**src/gif_lzw_decoder_defines.svh**
```systemverilog
// assertion helpers included by the engine rtl file
`ifndef GIF_LZW_DECODER_DEFINES_SVH
`define GIF_LZW_DECODER_DEFINES_SVH

// property must hold at every clock edge outside reset
`define GIFL_ASSERT(lbl, prop, msg) \
	lbl: assert property (@(posedge clk) disable iff (!arst_n) prop) else $error(msg);

// condition must never be seen outside reset
`define GIFL_NEVER(lbl, cond, msg) \
	lbl: assert property (@(posedge clk) disable iff (!arst_n) !(cond)) else $error(msg);

`endif

```
**src/gifl_pkg.sv**
```systemverilog
`timescale 1ns / 1ps
package gifl_pkg;
	localparam int DICT_ENTRIES_DEF     = 4096;
	localparam int PIXELS_PER_FETCH_DEF = 8;
	localparam int STACK_DEPTH          = 4096;
	localparam int STACK_AW             = 12;
	localparam logic [3:0] MAX_WIDTH    = 4'd12;
	localparam logic [3:0] MIN_SIZE_LO  = 4'd2;
	localparam logic [3:0] MIN_SIZE_HI  = 4'd8;

	localparam logic OP_FEED  = 1'b0;
	localparam logic OP_FETCH = 1'b1;

	localparam logic [1:0] ST_OK   = 2'd0;
	localparam logic [1:0] ST_BUSY = 2'd1;
	localparam logic [1:0] ST_END  = 2'd2;
	localparam logic [1:0] ST_BAD  = 2'd3;

	typedef struct packed {
		logic       operation;
		logic [7:0] data_byte;
	} item_t;

	typedef enum logic [3:0] {
		S_IDLE, S_DEC, S_FA, S_FD, S_CHK, S_WA, S_WD, S_HEAD, S_POP, S_DONE
	} state_t;
endpackage

```
**src/gifl_front.sv**
```systemverilog
`timescale 1ns / 1ps
module gifl_front (
	input  logic          clk,
	input  logic          arst_n,
	input  logic          in_valid,
	output logic          in_stall,
	input  gifl_pkg::item_t in_item,
	output logic          q_valid,
	output gifl_pkg::item_t q_item,
	input  logic          q_take
);
	import gifl_pkg::*;

	// two-entry queue toward the decode engine
	item_t      slot_q [2];
	logic       wr_q, rd_q;
	logic [1:0] cnt_q;
	logic       push, pop;

	assign in_stall = (cnt_q == 2'd2);
	assign push     = in_valid && !in_stall;
	assign q_valid  = (cnt_q != 2'd0);
	assign pop      = q_take && q_valid;
	assign q_item   = slot_q[rd_q];

	always_ff @(posedge clk) begin
		if (push) begin
			slot_q[wr_q] <= in_item;
		end
	end

	always_ff @(posedge clk or negedge arst_n) begin
		if (!arst_n) begin
			wr_q  <= 1'b0;
			rd_q  <= 1'b0;
			cnt_q <= 2'd0;
		end else begin
			if (push) wr_q <= !wr_q;
			if (pop)  rd_q <= !rd_q;
			cnt_q <= cnt_q + 2'(push) - 2'(pop);
		end
	end
endmodule

```
**config.mk**
```make
export PLATFORM = sky130hd
export DESIGN_NAME = gifl_front
export DESIGN_NICKNAME = d
export VERILOG_FILES = /design/src/gif_lzw_decoder_defines.svh /design/src/gifl_pkg.sv /design/src/gifl_front.sv
export SDC_FILE = /design/constraint.sdc
export NUM_CORES = 1
export LEC_CHECK = 0
export ABC_AREA = 0
export BUFFER_PORTS_ARGS = -buffer_cell sky130_fd_sc_hd__buf_4
export CAP_MARGIN = 20
export CORE_AREA = 8 8 69 71
export DETAILED_ROUTE_END_ITERATION = 7
export DIE_AREA = 0 0 77 79
export PLACE_DENSITY = 0.54
export SETUP_SLACK_MARGIN = 0.2
export SYNTH_ARGS = -nofsm -noshare
export SYNTH_HDL_FRONTEND = slang
export SYNTH_SLANG_ARGS = --single-unit
```
**constraint.sdc**
```tcl
create_clock -name clk -period 5 [get_ports clk]
set_input_delay 1.25 -clock clk [delete_from_list [all_inputs] [get_ports clk]]
set_output_delay 1.25 -clock clk [all_outputs]
set_load 0.05 [all_outputs]
```
; ---- Yosys cells after proc, flatten, opt, wreduce, memory -nomap -nowiden
; Memories as Yosys holds them, arrays and structs flattened.
; Cells that the tools add are included.
[classes]
add_sub_neg = 2
n_eq_ne = 1
mux = 2
reduce_logical = 6
[op_table]
columns = cell, count
row1 = 1-bit logical NOT, 3
row2 = 2-bit by 1-bit adder with 2-bit output, 1
row3 = 2-bit equality test (second input constant), 1
row4 = 1-bit logical AND, 2
row5 = 1-bit 2-to-1 mux, 2
row6 = 2-bit nonzero test, 1
row7 = 2-bit by 1-bit subtractor with 2-bit output, 1
[totals]
register_bits = 4
mem_bits_rw = 18
in_bits = 13
word_cells = 15
mem_count = 1
[memory_table]
columns = memory, words, width, read_ports, rd_clocked_by_memory_dff, write_ports, line_no
row1 = slot_q, 2, 9, 1, 0, 1, gifl_front.sv:15  ; item_t slot_q [2];

; ---- Logic depth before layout (Yosys ltp)
; Gate-level depths: netlist of the first run.
[depth]
word_depth = 5
mapped_depth = 7
mapped_depth_nobuf = 7

; ---- Worst setup path after synthesis of the first run
; OpenSTA, ideal clock, no wires.
[synth_path]
kind = register to output
from = register rd_q
to = output port q_item[0] in the netlist's numbering
arrival_time_ns = 0.971
t_required_ns = 3.750
slack_ns = 2.779
stages_incl_launch_ff = 3
path_cell_list = dfrtp_1 > buf_2 > mux2_2
[synth_rtl]
columns = element, line_no
row1 = "start, declared", gifl_front.sv:16  ; logic wr_q, rd_q;
row2 = "start signal, assigned", gifl_front.sv:39  ; if (pop) rd_q <= !rd_q;
row3 = "end, declared", gifl_front.sv:9  ; output gifl_pkg::item_t q_item,

==> results.yml, run 1 <==
timing:
  drv_slew: 0
  min_period_over_period: 0.547
  fmax_mhz: 366
  tightest_slew_ns: 0.763
  setup_ws_ns: 2.27
  rsz0062_at_grt: "no"
  fin_crit_ns: 2.73
  setup_viol: 0
  setup_tns_ns: 0
  skew_ns: 0.00121
  slew_headroom: 0.489
  finalHoldViolCount: 0
power_and_ir_drop:
  finalPower_w: 0.000800
  power_per_cell_area_nw_per_um2: 693
  ir_drop_v: 0.000193
  power.leakage_nw: 0.456
finish:
  drive_gt1_frac: 0.528
  nets: 88
  utilization: 0.304
  diodes: 0
  syn2layout_area_growth_pct: 35.4
routing:
  wl_per_cell_um: 12.7
  drt_first_pass_iters: 4
  drt_iter0_drc: 26
  vias: 443
  postRouteAntennaNets: 0
  wirelength_um: 1550
  avgViaCountPerCell: 3.63
  drc: 0
clock_network:
  postCtsSetupRepairBufs: 0
  post_cts_resized: 0
  clkSinkCount: 22
  ctsHtreeMaxLevel: 1
  worst_skew_pair.late_latency_ns: 0.25
  clk_pin_slew_worst_paths_ns: 0.07
  cts_tree: "done"
  hold_buffers: 0
  cts_buffer_depth: 2
  clock-root-buffer: "clkbuf_8"
  cts-buffers-inserted: 3
logic_synthesis:
  synth_nets: 61
  yosysTopAreaCellShare: 0.634
  synth_edf_count: 18
  synth_top_cells_by_area: "edfxtp_1, mux2_2, dfrtp_1, xnor2_1, ha_1"
  synth_commonest_cells: "edfxtp_1, mux2_2, dfrtp_1"
  synthCells: 46
  yosysWarnings: 0
  synth_cell_types: 14
  synth_seq_cells: 22
  syn_avg_cell_area_um2: 18.5
  synth_area_um2: 852
  yosysMostFrequentCell: "edfxtp_1"
  synth_top_area_cell: "edfxtp_1"
  ys.flop_type: "edfxtp_1"
  async_flop_share: 0.182
  yosysSeqAreaShare: 0.752
worst_setup_path:
  path_class: "flip-flop to output pin"
  cp.arrival_ns: 1.48
  critical_path_required_ns: 3.75
  r2r_setup_slack_ns: 3.30
  crit_path_start_kind: "flip-flop"
  crit_path_max_fanout: 10
  setup.worst_path.end_class: "output pin"
die:
  die_h_um: 79
  fp-row-count: 23
  die-area_um2: 6080
  core_um2: 3800
  ios: 24
  initial_core_util: 0.224
  fp.dieW_um: 77
outcome:
  status: "finished clean"
grt:
  grt_pass1_wl_um: 2460
  grt_remaining_overflow: 0
  grt_pass1_vias: 479
  grt_max_degree: 14
  grt.total_usage: 0.0537
  antenna_found_initial: 0
flow_run:
  maxCapViolCount: 0
hold_path:
  hold_path.class: "flip-flop to flip-flop"
place:
  post-place-ws_ns: 2.53
  gp_congestion: 0.624
  io_buffers: 23
==> flip-flops by register name, indices dropped and copies added (netlist names) <==
register,flops
wr_q,1
cnt_q,2
rd_q,1
slot_q,18
==> layout by cell type, fill, tap and decap left out <==
master / count
buf_4: 23
edfxtp_1: 18
mux2_2: 9
dfrtp_1: 4
xnor2_1: 3
clkbuf_8: 3
inv_1: 2
ha_1: 2
or2_4: 1
and2_4: 1
nand2b_1: 1
nand2_1: 1
nor2_1: 1
and3_1: 1
xor2_1: 1
bufinv_16: 1
==> through the flow <==
| stage | cells | hold WS (ns) | cell area [um^2] |
|---|---|---|---|
| floorplan | 46 | 0.460 | 852 |
| global placement | 118 | 0.481 | 1080 |
| detailed placement | 118 | 0.488 | 1080 |
| CTS | 122 | 0.498 | 1150 |
| global route | 122 | 0.509 | 1150 |
| finish | 122 | 0.497 | 1150 |
==> cell families (layout without fill, tap and decap cells) <==
| logic type | after synthesis | in the layout | synth area share |
|---|---|---|---|
| buf+inv | 3 | 29 | 0.0147 |
| xor+xnor | 4 | 4 | 0.0411 |
| mux | 9 | 9 | 0.119 |
| simple gates | 6 | 6 | 0.0441 |
| fa+ha+maj | 2 | 2 | 0.0294 |
| flops | 22 | 22 | 0.752 |
==> worst paths after layout <==
kind / to / depth (start not counted) / startpoint
worst max register to register: cnt_q[1] / 7 / cnt_q[1]
max in group asynchronous: wr_q / 1 / arst_n
worst min register to register: wr_q / 1 / wr_q
min in group asynchronous: cnt_q[1] / 1 / arst_n
worst min-delay path: wr_q / 1 / wr_q
worst max-delay path: q_item[6] / 2 / rd_q
==> critical path: stages, from the launching register on <==
cell and delay (ns):
dfrtp_1 0.63, mux2_2 0.40, buf_4 0.19
==> report_power, final <==
| part | switching [W] | internal, W | leakage [nW] | total, W |
|---|---|---|---|---|
| Combinational | 0.000220 | 0.000128 | 0.206 | 0.000349 |
| Sequential | 0.0000339 | 0.000256 | 0.214 | 0.000290 |
| Clock | 0.0000540 | 0.000107 | 0.0357 | 0.000161 |
==> metal layers <==
layer	up-vias	global-route usage	share of wire	routed length, um
met3	2	0.0305	0.088	136
met2	14	0.0824	0.49	761
met5	-	0	0	0
met4	0	0.0340	0.011	17
li1	217	-	-	-
met1	210	0.0563	0.41	630
==> layout make-up <==
class / instances / area [um^2]
inverters: 2 / 7.51
repair buffers: 23 / 173
well taps: 50 / 62.6
clock inverters: 1 / 30.0
fillers: 396 / 2650
clock buffers: 3 / 41.3
multi-input cells: 21 / 199
flip-flops and latches: 22 / 641
Power figures use the tool's default switching activity.
==> run 2: changes to the inputs <==
--- a/config.mk
+++ b/config.mk
@@ -11,7 +11,7 @@
 export CORE_AREA = 8 8 69 71
 export DETAILED_ROUTE_END_ITERATION = 7
 export DIE_AREA = 0 0 77 79
-export PLACE_DENSITY = 0.54
+export PLACE_DENSITY = 0.55
 export SETUP_SLACK_MARGIN = 0.2
 export SYNTH_ARGS = -nofsm -noshare
 export SYNTH_HDL_FRONTEND = slang
==> constraint.sdc (replaced) <==
create_clock -name clk -period 2.3 [get_ports clk]
set_input_delay 0.575 -clock clk [delete_from_list [all_inputs] [get_ports clk]]
set_output_delay 0.575 -clock clk [all_outputs]
set_load 0.05 [all_outputs]
==> run 2 against run 1 <==
Net effect:
- sequential power increased by 120%
- critical path type unchanged
- largest power group unchanged
- register-to-register slack got worse by 2.7 ns
- final area decreased by 1.5%
==> results.yml, run 2 (synthesis gave the netlist of run 1 again) <==
outcome:
  status: "finished clean"
routing:
  drt_first_pass_iters: 3
  postRouteAntennaNets: 0
  wl_per_cell_um: 13.0
  vias: 448
  drc: 0
  wirelength_um: 1600
  avgViaCountPerCell: 3.64
  drt_iter0_drc: 4
worst_setup_path:
  critical_path_required_ns: 1.73
  crit_path_max_fanout: 10
  cp_slowest_cell: "dfrtp_2"
  crit_buf_inv: 1
  max_stage_delay_ns: 0.51
  path_class: "flip-flop to output pin"
  critPathTopFamily: "flip-flops"
  crit_path_start_kind: "flip-flop"
  reg2reg_depth: 7
  cp.depth: 2
  crit_chain: "mux2_2, buf_4"
  cp.arrival_ns: 1.32
  setup.worst_path.end_class: "output pin"
clock_network:
  cts-buffers-inserted: 3
  hold_buffers: 0
  post_cts_resized: 0
  worst_skew_pair.late_latency_ns: 0.25
  cts_buffer_depth: 2
  clk_pin_slew_worst_paths_ns: 0.07
  ctsHtreeMaxLevel: 1
  clock-root-buffer: "clkbuf_8"
  clkSinkCount: 22
  cts_tree: "done"
  postCtsSetupRepairBufs: 0
timing:
  rsz0062_at_grt: "no"
  setup_tns_ns: 0
  setup_ws_ns: 0.401
  slew_headroom: 0.694
  fin_crit_ns: 1.90
  min_period_over_period: 0.825
  skew_ns: 0.00201
  tightest_slew_ns: 0.460
  drv_slew: 0
  finalHoldViolCount: 0
  setup_viol: 0
  fmax_mhz: 527
grt:
  grt_pass1_vias: 517
  grt.total_usage: 0.0578
  grt_remaining_overflow: 0
  grt_max_degree: 13
  grt_pass1_wl_um: 2640
  antenna_found_initial: 0
finish:
  syn2layout_area_growth_pct: 33.3
  final_cell_mix: "buf_4, edfxtp_1, mux2_2"
  diodes: 0
  layout_commonest_cell: "buf_4"
  utilization: 0.299
  regMostFlops: "slot_q"
  largest_reg_flops: 18
  drive_gt1_frac: 0.534
  nets: 89
  stdcell_count: 123
  top_regs: "slot_q: 18 flops, cnt_q: 2 flops"
place:
  io_buffers: 23
  dp.cells: 119
  gp_congestion: 0.602
  hpwl_um: 1240
  post-place-ws_ns: 0.551
hold_path:
  hold_path.class: "primary input to asynchronous set/reset pin"
die:
  fp.dieW_um: 77
  ios: 24
  die-area_um2: 6080
  initial_core_util: 0.224
  fp-row-count: 23
  core_um2: 3800
  die_h_um: 79
flow_run:
  maxCapViolCount: 0
power_and_ir_drop:
  power_per_cell_area_nw_per_um2: 1430
  ir_drop_v: 0.000398
  power.leakage_nw: 0.447
run 2: worst paths after layout:
check,from,to,slack [ns]
setup / recovery,rd_q,q_item[5],0.40
hold / removal,arst_n,cnt_q[0],0.10
setup reg to reg,cnt_q[1],cnt_q[1],0.62
hold reg to reg,wr_q,wr_q,0.50
max in group asynchronous,arst_n,rd_q,2.09
min in group clk,wr_q,wr_q,0.50
run 2: through the flow:
stage                     hold WS (ns)  cell area [um^2]  total power, W
after floorplan                  0.279               852         0.00119
after global placement           0.376              1090         0.00141
after detailed placement         0.375              1090         0.00142
after CTS                       0.0957              1130         0.00166
after global routing            0.0837              1140         0.00173
final                            0.101              1140         0.00163
run 2: layout make-up:
type / instances / area [um^2]
inverter: 2 / 7.51
clock inverter: 1 / 3.75
timing repair buffer: 24 / 180
fill: 409 / 2660
tap: 50 / 62.6
clock buffer: 3 / 41.3
multi-input combinational: 21 / 199
sequential: 22 / 642
run 2: power by group:
group	total (W)	switching [W]	leakage [nW]	internal [W]
combinational	0.000765	0.000479	0.211	0.000286
clock	0.000232	0.000114	0.0231	0.000119
sequential	0.000629	0.0000702	0.213	0.000559
total	0.00163	0.000663	0.447	0.000964
run 2: layer usage:
metal | vias to the layer above | track usage | wire length, um
met3 | 2 | 0.0316 | 131
met1 | 212 | 0.0645 | 727
li1 | 219 | - | -
met5 | - | 0 | 0
met2 | 15 | 0.0833 | 726
met4 | 0 | 0.0396 | 14
